File: src/weight_settle_event_logger_top_assert.svh
// Assertion helpers shared by the logger modules.
`ifndef WEIGHT_SETTLE_EVENT_LOGGER_TOP_ASSERT_SVH
`define WEIGHT_SETTLE_EVENT_LOGGER_TOP_ASSERT_SVH

`ifndef SYNTH
// Same-cycle implication.
`define WSEL_ASSERT_NOW(lbl, ck, rn, ante, cons) \
  lbl: assert property (@(posedge ck) disable iff (!rn) (ante) |-> (cons)) \
    else $error("wsel assertion failed");
// Next-cycle implication.
`define WSEL_ASSERT_NEXT(lbl, ck, rn, ante, cons) \
  lbl: assert property (@(posedge ck) disable iff (!rn) (ante) |=> (cons)) \
    else $error("wsel assertion failed");
`else
`define WSEL_ASSERT_NOW(lbl, ck, rn, ante, cons)
`define WSEL_ASSERT_NEXT(lbl, ck, rn, ante, cons)
`endif

`endif

File: src/wsel_pkg.sv
package wsel_pkg;

  localparam int RAW_BITS             = 24;
  localparam int WEIGHT_FRAC_BITS_DEF = 4;
  localparam int SCALE_W              = 24;
  localparam int THR_W                = 16;
  localparam int TIME_W               = 32;
  localparam int WEIGHT_W             = 32;
  localparam int CFG_W                = (RAW_BITS > SCALE_W) ? RAW_BITS : SCALE_W;
  localparam int CFG_IDX_W            = 3;

  // Register indexes
  localparam logic [CFG_IDX_W-1:0] REG_TARE   = 3'd0;
  localparam logic [CFG_IDX_W-1:0] REG_SCALE  = 3'd1;
  localparam logic [CFG_IDX_W-1:0] REG_PRES   = 3'd2;
  localparam logic [CFG_IDX_W-1:0] REG_CHG    = 3'd3;
  localparam logic [CFG_IDX_W-1:0] REG_SETTLE = 3'd4;

  // Register reset values
  localparam logic [RAW_BITS-1:0] TARE_RST   = '0;
  localparam logic [SCALE_W-1:0]  SCALE_RST  = 24'd110080;
  localparam logic [THR_W-1:0]    PRES_RST   = 16'd160;
  localparam logic [THR_W-1:0]    CHG_RST    = 16'd240;
  localparam logic [THR_W-1:0]    SETTLE_RST = 16'd3000;

  // Logger modes
  localparam logic [1:0] MODE_IDLE       = 2'd0;
  localparam logic [1:0] MODE_WEIGHING   = 2'd1;
  localparam logic [1:0] MODE_LOGGED     = 2'd2;
  localparam logic [1:0] MODE_REWEIGHING = 2'd3;

  // Event codes
  localparam logic [1:0] EV_NONE    = 2'd0;
  localparam logic [1:0] EV_LOGGED  = 2'd1;
  localparam logic [1:0] EV_UPDATED = 2'd2;
  localparam logic [1:0] EV_REMOVED = 2'd3;

  typedef struct packed {
    logic                       read_ok;
    logic signed [RAW_BITS-1:0] raw_reading;
    logic [TIME_W-1:0]          time_ms;
  } wsel_in_t;

  typedef struct packed {
    logic [1:0]                 mode;
    logic signed [WEIGHT_W-1:0] weight;
    logic [1:0]                 event_res;
    logic signed [WEIGHT_W-1:0] held_weight;
  } wsel_out_t;

  typedef struct packed {
    logic load;
    logic step;
    logic sat;
    logic cmp;
    logic commit;
  } wsel_cmd_t;

  typedef struct packed {
    logic out_free;
  } wsel_sts_t;

endpackage

File: src/weight_settle_event_logger_top.sv
// Weight settle event logger. Each accepted beat carries one averaged load-cell
// reading and its millisecond timestamp. A beat with read_ok low is accepted and
// gives no result and no state change. A valid beat has the tare
// subtracted, is divided by the Q8 counts-per-gram scale (weight in units of
// 2^-WEIGHT_FRAC_BITS g, truncated toward zero, saturated to signed 32 bits; a
// zero scale gives the limit of the difference's sign) and then steps the
// idle / weighing / logged / reweighing logger, giving exactly one result beat
// with the new mode, the weight, an event code and the last logged weight.
// A valid reading passes through an accept state, the bit-serial restoring
// divider, then saturation, threshold compares and commit; the block takes no
// new reading until that reading has been committed.
// The result register lets the next reading enter while a result still waits
// for out_ready; commit stalls only if the previous result is still unread.
// Write configuration only while the block is idle.
module weight_settle_event_logger_top #(
  parameter int WEIGHT_FRAC_BITS = wsel_pkg::WEIGHT_FRAC_BITS_DEF
) (
  input  logic                           clk,
  input  logic                           rst_n,
  // configuration write port
  input  logic                           cfg_we,
  input  logic [wsel_pkg::CFG_IDX_W-1:0] cfg_index,
  input  logic [wsel_pkg::CFG_W-1:0]     cfg_wdata,
  // reading channel
  input  logic                           in_valid,
  output logic                           in_ready,
  input  wsel_pkg::wsel_in_t             in_data,
  // result channel
  output logic                           out_valid,
  input  logic                           out_ready,
  output wsel_pkg::wsel_out_t            out_data
);
  import wsel_pkg::*;

  // commands from the sequencer, status back from the datapath
  wsel_cmd_t cmd;
  wsel_sts_t sts;

  // Sequencer: accept, iterate the divider, saturate, compare, commit.
  wsel_ctrl #(
    .WEIGHT_FRAC_BITS (WEIGHT_FRAC_BITS)
  ) u_ctrl (
    .clk        (clk),
    .rst_n      (rst_n),
    .in_valid   (in_valid),
    .in_read_ok (in_data.read_ok),
    .in_ready   (in_ready),
    .sts        (sts),
    .cmd        (cmd)
  );

  // Datapath: config registers, divider, logger state and result register.
  wsel_dp #(
    .WEIGHT_FRAC_BITS (WEIGHT_FRAC_BITS)
  ) u_dp (
    .clk       (clk),
    .rst_n     (rst_n),
    .cfg_we    (cfg_we),
    .cfg_index (cfg_index),
    .cfg_wdata (cfg_wdata),
    .in_data   (in_data),
    .cmd       (cmd),
    .sts       (sts),
    .out_valid (out_valid),
    .out_ready (out_ready),
    .out_data  (out_data)
  );

endmodule

File: src/wsel_ctrl.sv
`include "weight_settle_event_logger_top_assert.svh"

module wsel_ctrl #(
  parameter int WEIGHT_FRAC_BITS = wsel_pkg::WEIGHT_FRAC_BITS_DEF
) (
  input  logic               clk,
  input  logic               rst_n,
  input  logic               in_valid,
  input  logic               in_read_ok,
  output logic               in_ready,
  input  wsel_pkg::wsel_sts_t sts,
  output wsel_pkg::wsel_cmd_t cmd
);
  import wsel_pkg::*;

  localparam int DIV_W = RAW_BITS + 9 + WEIGHT_FRAC_BITS;
  localparam int CNT_W = $clog2(DIV_W);

  localparam logic [2:0] S_IDLE = 3'd0;
  localparam logic [2:0] S_DIV  = 3'd1;
  localparam logic [2:0] S_SAT  = 3'd2;
  localparam logic [2:0] S_CMP  = 3'd3;
  localparam logic [2:0] S_DONE = 3'd4;

  logic [2:0]       state_r, state_nxt;
  logic [CNT_W-1:0] cnt_r, cnt_nxt;

  assign in_ready = (state_r == S_IDLE);

  always_comb begin
    state_nxt  = state_r;
    cnt_nxt    = cnt_r;
    cmd        = '0;
    case (state_r)
      S_IDLE: begin
        if (in_valid && in_read_ok) begin
          cmd.load  = 1'b1;
          cnt_nxt   = CNT_W'(DIV_W - 1);
          state_nxt = S_DIV;
        end
      end
      S_DIV: begin
        cmd.step = 1'b1;
        if (cnt_r == '0) begin
          state_nxt = S_SAT;
        end else begin
          cnt_nxt = cnt_r - 1'b1;
        end
      end
      S_SAT: begin
        cmd.sat   = 1'b1;
        state_nxt = S_CMP;
      end
      S_CMP: begin
        cmd.cmp   = 1'b1;
        state_nxt = S_DONE;
      end
      S_DONE: begin
        // hold until the result register is free
        if (sts.out_free) begin
          cmd.commit = 1'b1;
          state_nxt  = S_IDLE;
        end
      end
      default: begin
        state_nxt = S_IDLE;
      end
    endcase
  end

  always_ff @(posedge clk) begin
    if (!rst_n) begin
      state_r <= S_IDLE;
      cnt_r   <= '0;
    end else begin
      state_r <= state_nxt;
      cnt_r   <= cnt_nxt;
    end
  end

  `WSEL_ASSERT_NOW(a_cmd_onehot, clk, rst_n, 1'b1, $onehot0({cmd.load, cmd.step, cmd.sat, cmd.cmp, cmd.commit}))
  `WSEL_ASSERT_NEXT(a_load_starts_div, clk, rst_n, cmd.load, (state_r == S_DIV) && (cnt_r == CNT_W'(DIV_W - 1)))
  `WSEL_ASSERT_NOW(a_commit_free, clk, rst_n, cmd.commit, sts.out_free)

endmodule

File: src/wsel_dp.sv
`include "weight_settle_event_logger_top_assert.svh"

module wsel_dp #(
  parameter int WEIGHT_FRAC_BITS = wsel_pkg::WEIGHT_FRAC_BITS_DEF
) (
  input  logic                           clk,
  input  logic                           rst_n,
  input  logic                           cfg_we,
  input  logic [wsel_pkg::CFG_IDX_W-1:0] cfg_index,
  input  logic [wsel_pkg::CFG_W-1:0]     cfg_wdata,
  input  wsel_pkg::wsel_in_t             in_data,
  input  wsel_pkg::wsel_cmd_t            cmd,
  output wsel_pkg::wsel_sts_t            sts,
  output logic                           out_valid,
  input  logic                           out_ready,
  output wsel_pkg::wsel_out_t            out_data
);
  import wsel_pkg::*;

  localparam int SHIFT = 8 + WEIGHT_FRAC_BITS;
  localparam int MAG_W = RAW_BITS + 1;
  localparam int DIV_W = MAG_W + SHIFT;

  localparam logic [WEIGHT_W-1:0] W_MAX = {1'b0, {(WEIGHT_W-1){1'b1}}};
  localparam logic [WEIGHT_W-1:0] W_MIN = {1'b1, {(WEIGHT_W-1){1'b0}}};

  // Configuration registers
  logic [RAW_BITS-1:0] tare_r;
  logic [SCALE_W-1:0]  scale_r;
  logic [THR_W-1:0]    pres_r, chg_r, settle_r;

  always_ff @(posedge clk) begin
    if (!rst_n) begin
      tare_r   <= TARE_RST;
      scale_r  <= SCALE_RST;
      pres_r   <= PRES_RST;
      chg_r    <= CHG_RST;
      settle_r <= SETTLE_RST;
    end else if (cfg_we) begin
      case (cfg_index)
        REG_TARE:   tare_r   <= cfg_wdata[RAW_BITS-1:0];
        REG_SCALE:  scale_r  <= cfg_wdata[SCALE_W-1:0];
        REG_PRES:   pres_r   <= cfg_wdata[THR_W-1:0];
        REG_CHG:    chg_r    <= cfg_wdata[THR_W-1:0];
        REG_SETTLE: settle_r <= cfg_wdata[THR_W-1:0];
        default: ;
      endcase
    end
  end

  // Tare subtraction and magnitude
  logic [MAG_W-1:0] diff, mag;
  assign diff = {in_data.raw_reading[RAW_BITS-1], in_data.raw_reading}
              - {tare_r[RAW_BITS-1], tare_r};
  assign mag  = diff[MAG_W-1] ? (~diff + 1'b1) : diff;

  // Restoring divider, one quotient bit per step
  logic              neg_r, zero_r;
  logic [DIV_W-1:0]  dvd_r;
  logic [SCALE_W-1:0] rem_r;
  logic [TIME_W-1:0] now_r;
  logic [SCALE_W:0]  rem_sh, rem_sub;
  logic              ge;

  assign rem_sh  = {rem_r, dvd_r[DIV_W-1]};
  assign ge      = (rem_sh >= {1'b0, scale_r});
  assign rem_sub = rem_sh - {1'b0, scale_r};

  always_ff @(posedge clk) begin
    if (cmd.load) begin
      neg_r  <= diff[MAG_W-1];
      zero_r <= (diff == '0);
      dvd_r  <= {mag, {SHIFT{1'b0}}};
      rem_r  <= '0;
      now_r  <= in_data.time_ms;
    end else if (cmd.step) begin
      dvd_r <= {dvd_r[DIV_W-2:0], ge};
      rem_r <= ge ? rem_sub[SCALE_W-1:0] : rem_sh[SCALE_W-1:0];
    end
  end

  // Sign and saturation
  logic                pos_ovf, neg_ovf;
  logic [WEIGHT_W-1:0] w_sat, w_r;

  assign pos_ovf = |dvd_r[DIV_W-1:WEIGHT_W-1];
  assign neg_ovf = (|dvd_r[DIV_W-1:WEIGHT_W])
                || (dvd_r[WEIGHT_W-1] && (|dvd_r[WEIGHT_W-2:0]));

  always_comb begin
    if (zero_r) begin
      w_sat = '0;
    end else if (neg_r) begin
      w_sat = neg_ovf ? W_MIN : (~dvd_r[WEIGHT_W-1:0] + 1'b1);
    end else begin
      w_sat = pos_ovf ? W_MAX : dvd_r[WEIGHT_W-1:0];
    end
  end

  always_ff @(posedge clk) begin
    if (cmd.sat) begin
      w_r <= w_sat;
    end
  end

  // Logger state
  logic [1:0]          mode_r, mode_nxt;
  logic [TIME_W-1:0]   start_r, start_nxt;
  logic [WEIGHT_W-1:0] held_r, held_nxt;
  logic [1:0]          ev;

  // Threshold compares
  logic [WEIGHT_W:0]   wd, dabs;
  logic [TIME_W-1:0]   elapsed;
  logic [WEIGHT_W-1:0] pres_ext;
  logic gt_pres_r, lt_pres_r, d_gt_r, d2_lt_r, el_ge_r;

  assign wd       = {w_r[WEIGHT_W-1], w_r} - {held_r[WEIGHT_W-1], held_r};
  assign dabs     = wd[WEIGHT_W] ? (~wd + 1'b1) : wd;
  assign elapsed  = now_r - start_r;
  assign pres_ext = {{(WEIGHT_W-THR_W){1'b0}}, pres_r};

  always_ff @(posedge clk) begin
    if (cmd.cmp) begin
      gt_pres_r <= $signed(w_r) > $signed(pres_ext);
      lt_pres_r <= $signed(w_r) < $signed(pres_ext);
      d_gt_r    <= dabs > {{(WEIGHT_W+1-THR_W){1'b0}}, chg_r};
      d2_lt_r   <= {dabs, 1'b0} < {{(WEIGHT_W+2-THR_W){1'b0}}, chg_r};
      el_ge_r   <= elapsed >= {{(TIME_W-THR_W){1'b0}}, settle_r};
    end
  end

  always_comb begin
    mode_nxt  = mode_r;
    start_nxt = start_r;
    held_nxt  = held_r;
    ev        = EV_NONE;
    case (mode_r)
      MODE_IDLE: begin
        if (gt_pres_r) begin
          mode_nxt  = MODE_WEIGHING;
          start_nxt = now_r;
        end
      end
      MODE_WEIGHING: begin
        if (lt_pres_r) begin
          mode_nxt = MODE_IDLE;
        end else if (el_ge_r) begin
          held_nxt = w_r;
          mode_nxt = MODE_LOGGED;
          ev       = EV_LOGGED;
        end
      end
      MODE_LOGGED: begin
        if (lt_pres_r) begin
          mode_nxt = MODE_IDLE;
          ev       = EV_REMOVED;
        end else if (d_gt_r) begin
          mode_nxt  = MODE_REWEIGHING;
          start_nxt = now_r;
        end
      end
      default: begin
        if (d2_lt_r) begin
          mode_nxt = MODE_LOGGED;
        end else if (el_ge_r) begin
          held_nxt = w_r;
          mode_nxt = MODE_LOGGED;
          ev       = EV_UPDATED;
        end
      end
    endcase
  end

  always_ff @(posedge clk) begin
    if (!rst_n) begin
      mode_r  <= MODE_IDLE;
      start_r <= '0;
      held_r  <= '0;
    end else if (cmd.commit) begin
      mode_r  <= mode_nxt;
      start_r <= start_nxt;
      held_r  <= held_nxt;
    end
  end

  // Result register
  logic out_valid_r;

  always_ff @(posedge clk) begin
    if (!rst_n) begin
      out_valid_r <= 1'b0;
    end else if (cmd.commit) begin
      out_valid_r <= 1'b1;
    end else if (out_ready) begin
      out_valid_r <= 1'b0;
    end
  end

  always_ff @(posedge clk) begin
    if (cmd.commit) begin
      out_data.mode        <= mode_nxt;
      out_data.weight      <= w_r;
      out_data.event_res   <= ev;
      out_data.held_weight <= held_nxt;
    end
  end

  assign out_valid    = out_valid_r;
  assign sts.out_free = !out_valid_r || out_ready;

  `WSEL_ASSERT_NEXT(a_commit_shows, clk, rst_n, cmd.commit, out_valid)
  `WSEL_ASSERT_NOW(a_log_held, clk, rst_n, out_valid && (out_data.event_res == EV_LOGGED || out_data.event_res == EV_UPDATED), (out_data.mode == MODE_LOGGED) && (out_data.held_weight == out_data.weight))
  `WSEL_ASSERT_NOW(a_removed_idle, clk, rst_n, out_valid && (out_data.event_res == EV_REMOVED), out_data.mode == MODE_IDLE)

endmodule

File: config.mk
export PLATFORM = sky130hd
export DESIGN_NAME = weight_settle_event_logger_top
export DESIGN_NICKNAME = d
export VERILOG_FILES = /design/src/wsel_pkg.sv /design/src/weight_settle_event_logger_top.sv /design/src/wsel_ctrl.sv /design/src/wsel_dp.sv
export VERILOG_INCLUDE_DIRS = /design/src /design/src/src
export SDC_FILE = /design/constraint.sdc
export NUM_CORES = 1
export LEC_CHECK = 0
export BUFFER_PORTS_ARGS = -buffer_cell sky130_fd_sc_hd__buf_2
export CORE_MARGIN = 10
export CORE_UTILIZATION = 55
export CTS_CLUSTER_SIZE = 28
export DETAILED_ROUTE_END_ITERATION = 6
export HOLD_SLACK_MARGIN = 0.02
export PLACE_DENSITY = 0.75
export SLEW_MARGIN = 20
export SYNTH_ARGS = -nofsm -noshare
export SYNTH_HDL_FRONTEND = slang
export SYNTH_SLANG_ARGS = --single-unit
File: constraint.sdc
create_clock -name clk -period 8 [get_ports clk]
set_input_delay 0.8 -clock clk [delete_from_list [all_inputs] [get_ports clk]]
set_output_delay 0.8 -clock clk [all_outputs]
set_load 0.005 [all_outputs]
[Word level (Yosys, flattened, before mapping)]
Index checks and enable logic that the tools add are counted.
Word-level totals
  word-level logic and storage cells: 132
  flip-flop bits (word level): 372
  bits of input ports: 89
  output and inout bits: 70
Cells by class
  multiplexer cells: 45
  reduce and logical (&&, ||, !) cells: 26
  order comparisons: 6
  add/sub/neg operators: 8
  eq/ne operators: 17
  bitwise operators: 3
Operators by type and width (number)
  $mux 32: 9
  $pmux 32 s2: 2
  $mux 37: 2
  $lt 34x16->1: 1
  $add 33x1->33 const B: 1
  $gt 33x16->1: 1
  $mux 33: 1
  $not 33->33: 1
  $sub 32x32->33: 1
  $add 32x1->32 const B: 1
  $ge 32x16->1: 1
  $gt 32x17->1: 1
  $lt 32x17->1: 1
  $not 32->32: 1
  $sub 32x32->32: 1
  $reduce_or 31->1: 1
  $add 25x1->25 const B: 1
  $ge 25x24->1: 1
  $logic_not 25->1: 1
  $mux 25: 1
  $not 25->25: 1
  $sub 24x24->25: 1
  $mux 24: 1
  $sub 24x24->24: 1
  28 further kinds: 71

[Logic depth before layout (Yosys ltp)]
  depth after elaboration: 5
  gate-level depth with buffers: 27
  mapped depth without buffers: 24

[Modules after synthesis]
Synthesis repeated with hierarchy kept, for this count alone.
Unflattened totals
  cells, all modules: 2795
  area, all modules: 23990.5 µm²
By module, submodules not included
  wsel_dp: seq. area each 8908.5 µm², cells an instance 2733, times used 1, area each 23462.5 µm²
  wsel_ctrl: seq. area each 180.2 µm², cells an instance 62, times used 1, area each 528.0 µm²

[Worst setup path after synthesis]
Ideal clock, no wire load.
  path type: reg-to-reg
  from: register u_dp.w_r[11]
  to: register u_dp.d_gt_r, data pin
  data required time: 7.735 ns
  stages on the path, launching flop included: 27
  path buffers: 5
  arrival: 5.419 ns
  setup slack: 2.315 ns
  setup time: 0.265 ns
  path through: edfxtp_1 > ha_1 > buf_6 > and3_1 > buf_6 > a22o_4 > a211o_2 > a31oi_1 > o31a_1 > a2bb2oi_1 > clkbuf_1 > clkbuf_1 > clkbuf_1 > o31ai_1 > xnor2_1 > ha_1 > a21o_1 > a21o_1 > a21oi_1 > o21ai_0 > a21o_1 > a21o_1 > a21oi_1 > o21ai_0 > a211oi_1 > nor3_1 > or3_1
On the way
  cells in the longest elaborated chain, start to end: 5
RTL lines
  from (decl): RTL line wsel_dp.sv:84  | logic [WEIGHT_W-1:0] w_sat, w_r;
  from (signal assigned): RTL line wsel_dp.sv:102  | w_r <= w_sat;
  $sub 32x32->33 *: RTL line wsel_dp.sv:118  | assign wd = {w_r[WEIGHT_W-1], w_r} - {held_r[WEIGHT_W-1], held_r};
  $not 33->33: RTL line wsel_dp.sv:119  | assign dabs = wd[WEIGHT_W] ? (~wd + 1'b1) : wd;
  $add 33x1->33: RTL line wsel_dp.sv:119
  $mux 33 *: RTL line wsel_dp.sv:119
  $gt 33x16->1 *: RTL line wsel_dp.sv:127  | d_gt_r <= dabs > {{(WEIGHT_W+1-THR_W){1'b0}}, chg_r};
  to (signal assigned): RTL line wsel_dp.sv:127
  to (decl): RTL line wsel_dp.sv:116  | logic gt_pres_r, lt_pres_r, d_gt_r, d2_lt_r, el_ge_r;
Every way passes the cells marked *; elsewhere a longest branch is shown, timed or not.
A chain may end at the register's enable or synchronous reset.

[Final worst setup path]
Ends and elaborated chain as after synthesis.

==> results.py <==
metrics = {
    "synth": {
        "ys.warnings.count": 0,
        "syn_area_sq_um": 23800,
        "syn-num-nets": 3048,
        "synth_ff_type": "dfxtp_1",
        "synth-edff-count": 164,
        "avgSynthCellArea_sq_um": 8.59,
        "ys_ff_latch": 372,
        "seq_area_frac_synth_pct": 38.1,
        "synth_cell_types": 93,
        "synth_async_sr_flop_share_pct": 0,
        "syn_inst": 2776,
    },
    "job": {
        "max_cap_viol_count": 0,
    },
    "sta": {
        "rsz0062_at_grt": "false",
        "fin_setup_tns_ns": 0,
        "slew_headroom_pct": 27.2,
        "finalCritPeriodShare_pct": 71.3,
        "fin_skew_ns": 0.0171,
        "fmax_mhz": 175,
        "hold_viol": 0,
        "maxSlewViolCount": 0,
        "min_period_ns": 5.70,
        "worst_pin_slew_ns": 1.09,
        "setup_viol": 0,
    },
    "cts": {
        "ctsHoldBuffers": 0,
        "post_cts_buffers": 0,
        "h-tree-depth": 2,
        "clkTransAtPathRegs_ns": 0.07,
        "tritoncts.num_buffers": 42,
        "clk_latency_ns": 0.58,
        "clkSinkCount": 372,
        "tritoncts": "yes",
        "cts_root_buf": "clkbuf_16",
        "cts_buffer_depth": 3,
        "cts_resized": 0,
    },
    "placement": {
        "dp_cells": 3408,
        "routabilityCongestion": 0.930,
        "dp_hpwl_mm": 49.0,
        "io_buffers": 158,
        "placed_area_sq_um": 25000,
    },
    "die": {
        "row_count": 76,
        "die-area_sq_um": 52100,
        "core_sq_um": 43000,
        "initial_core_util_pct": 55.5,
        "die_y_um": 228,
        "die_w_um": 228,
        "io_pins": 159,
    },
    "setup_path": {
        "rrSetupSlack_ns": 2.30,
        "r2r-end": "u_dp.d_gt_r",
        "ff2ff_path_depth": 22,
        "cp.arrival_ns": 6.04,
        "critPathKind": "reg -> reg",
        "cp_max_fo": 32,
        "cp-end-kind": "flop",
        "setup.worst_path.start_class": "flop",
        "worstPathRequired_ns": 8.33,
        "r2r-start": "u_dp.w_r[11]",
    },
    "finish": {
        "finalInstanceArea_sq_um": 26500,
        "drive_above_1_share_pct": 9.89,
        "fin_util_pct": 61.7,
        "layout.cells.non_filler": 3486,
        "fin_nets": 3139,
        "area_growth_pct": 11.1,
        "diodes": 0,
        "fillCellCount": 3740,
    },
    "power": {
        "switchingPower_mw": 2.38,
        "p_int_mw": 4.37,
        "sequentialPowerShare_pct": 35.8,
        "leakage_nw": 9.90,
        "switching_share_pct": 35.3,
        "combPwrFrac_pct": 33.6,
        "cellPowerDensity_nw_per_um2": 254,
        "ir_drop_v": 0.000167,
        "finalPower_mw": 6.74,
        "p_clk_share_pct": 30.6,
    },
    "detailed_routing": {
        "vias": 20400,
        "wl_per_cell_um": 18.5,
        "dr.pass1.iters": 6,
        "ant_nets": 0,
        "drt_wl_total_mm": 64.6,
        "drc": 0,
        "viasPerCell": 5.85,
        "drt_iter0_markers": 1721,
    },
    "min_path": {
        "whs_endpoint": "u_dp.now_r[13]",
        "holdPathStages": 1,
        "min_from": "in_data[13]",
        "hold_class": "in -> reg",
    },
    "status": {
        "outcome": "finished clean",
    },
    "grt": {
        "antenna_found_initial": 0,
        "grt_pass1_vias": 19200,
        "track_usage_pct": 23.9,
        "grt_max_degree": 94,
        "grt_pass1_wl_mm": 103,
        "grt-ovfl-total": 0,
    },
}
[routing by layer]
metal	routed length, um	global-route usage (%)
met3	3260	2.98
met2	30100	39.8
met1	29700	32.0
met5	0	0
met4	1510	6.73
[cell usage after synthesis, types with 25 or more instances]
library cell,n,area share (%)
nand2_1,460,7.2
dfxtp_1,208,17
inv_1,201,3.2
o21ai_0,188,3.9
ha_1,179,9.4
edfxtp_1,164,21
a21oi_1,149,3.1
nor2_1,137,2.2
a21boi_0,120,3.8
clkbuf_1,110,1.7
a21o_1,70,2.2
xnor2_1,66,2.4
nor2b_1,65,1.7
mux2i_1,62,2.6
nor3_1,50,1.0
xor2_1,49,1.8
nand3_1,37,0.78
o21a_1,35,1.1
o211ai_1,34,1.1
nand4_1,28,0.73
o31ai_1,26,0.82
nand2b_1,25,0.66
[state kept, by name, indices dropped and copies added (netlist names), 2 cells and up]
name and count:
u_dp.dvd_r 37, u_dp.held_r 32, u_dp.start_r 32, u_dp.w_r 32
u_dp.mode_r 2, u_dp.tare_r 24, u_dp.out_data 68, u_dp.chg_r 16
u_ctrl.state_r 3, u_dp.rem_r 24, u_ctrl.cnt_r 6, u_dp.now_r 32
u_dp.settle_r 16, u_dp.scale_r 24, u_dp.pres_r 16
[power groups by stage]
stage	Clock [mW]	Combinational, mW	Sequential (mW)
finish	2.07	2.27	2.41
CTS	2.10	2.24	2.41
floorplan	0	1.74	2.37
global route	2.17	2.53	2.44
detailed placement	0	2.22	2.45
global placement	0	2.17	2.43
[logic make-up (layout without fill, tap and decap cells)]
group | Yosys count | after routing | share of synthesized area (%)
adder cells (fa/ha/maj) | 183 | 183 | 9.73
XOR/XNOR | 116 | 116 | 4.29
AND/OR/NAND/NOR | 956 | 956 | 18.9
AO/OA/AOI/OAI | 759 | 759 | 21.0
flip-flops | 372 | 372 | 38.1
multiplexers | 65 | 65 | 2.74
buffers and inverters | 325 | 450 | 5.22
[layout by cell type (no fill, tap or decap), types with 37 or more instances in the layout]
master	instances
edfxtp_1	164
nand3_1	37
ha_1	179
xor2_1	49
buf_2	157
nor2b_1	65
nor3_1	50
mux2i_1	62
nand2_1	459
xnor2_1	66
o21ai_0	188
a21o_1	70
a21boi_0	120
dfxtp_1	208
clkbuf_16	44
inv_1	201
a21oi_1	149
nor2_1	133
[stage by stage]
stage,hold slack (ns),setup WS (ns)
global route,0.372,2.01
finish,0.386,2.30
global placement,0.448,2.49
CTS,0.355,2.34
detailed placement,0.458,2.37
floorplan,0.443,2.32
[layout make-up]
class / count / area (sq um) / area share (%)
flip-flops and latches: 372 / 9090 / 34.3
repair buffers: 169 / 876 / 3.30
well taps: 585 / 732 / 2.76
clock buffers: 57 / 1210 / 4.57
inverters: 203 / 762 / 2.88
clock inverters: 21 / 283 / 1.07
multi-input cells: 2079 / 13600 / 51.1
[worst max-delay path by stage]
stage            startpoint           to  slack, ns  cells past startpoint
2_1_floorplan  u_dp.w_r[11]  u_dp.d_gt_r       2.32                     26
3_3_place_gp   u_dp.w_r[11]  u_dp.d_gt_r       2.49                     22
3_5_place_dp   u_dp.w_r[11]  u_dp.d_gt_r       2.37                     22
4_1_cts        u_dp.w_r[11]  u_dp.d_gt_r       2.34                     22
5_1_grt        u_dp.w_r[11]  u_dp.d_gt_r       2.01                     22
6_report       u_dp.w_r[11]  u_dp.d_gt_r       2.30                     22
[worst max-delay path, cell delays in order, from the launching register on]
cell and delay, ns:
edfxtp_1 0.44, ha_1 0.44, and3_1 0.31, a22o_4 0.27, a211o_2 0.32, a31oi_1 0.32, o31a_1 0.25, a2bb2oi_2 0.14
buf_4 0.30, nor2b_1 0.21, xnor2_1 0.17, ha_1 0.29, a21o_1 0.18, a21o_1 0.16, a211oi_1 0.22, o21ai_0 0.10
a21o_1 0.18, a21o_1 0.17, a21oi_1 0.14, o21ai_0 0.11, a211oi_1 0.25, nor3_1 0.08, or3_1 0.37
Note: power is estimated with default switching activity, not from simulation.
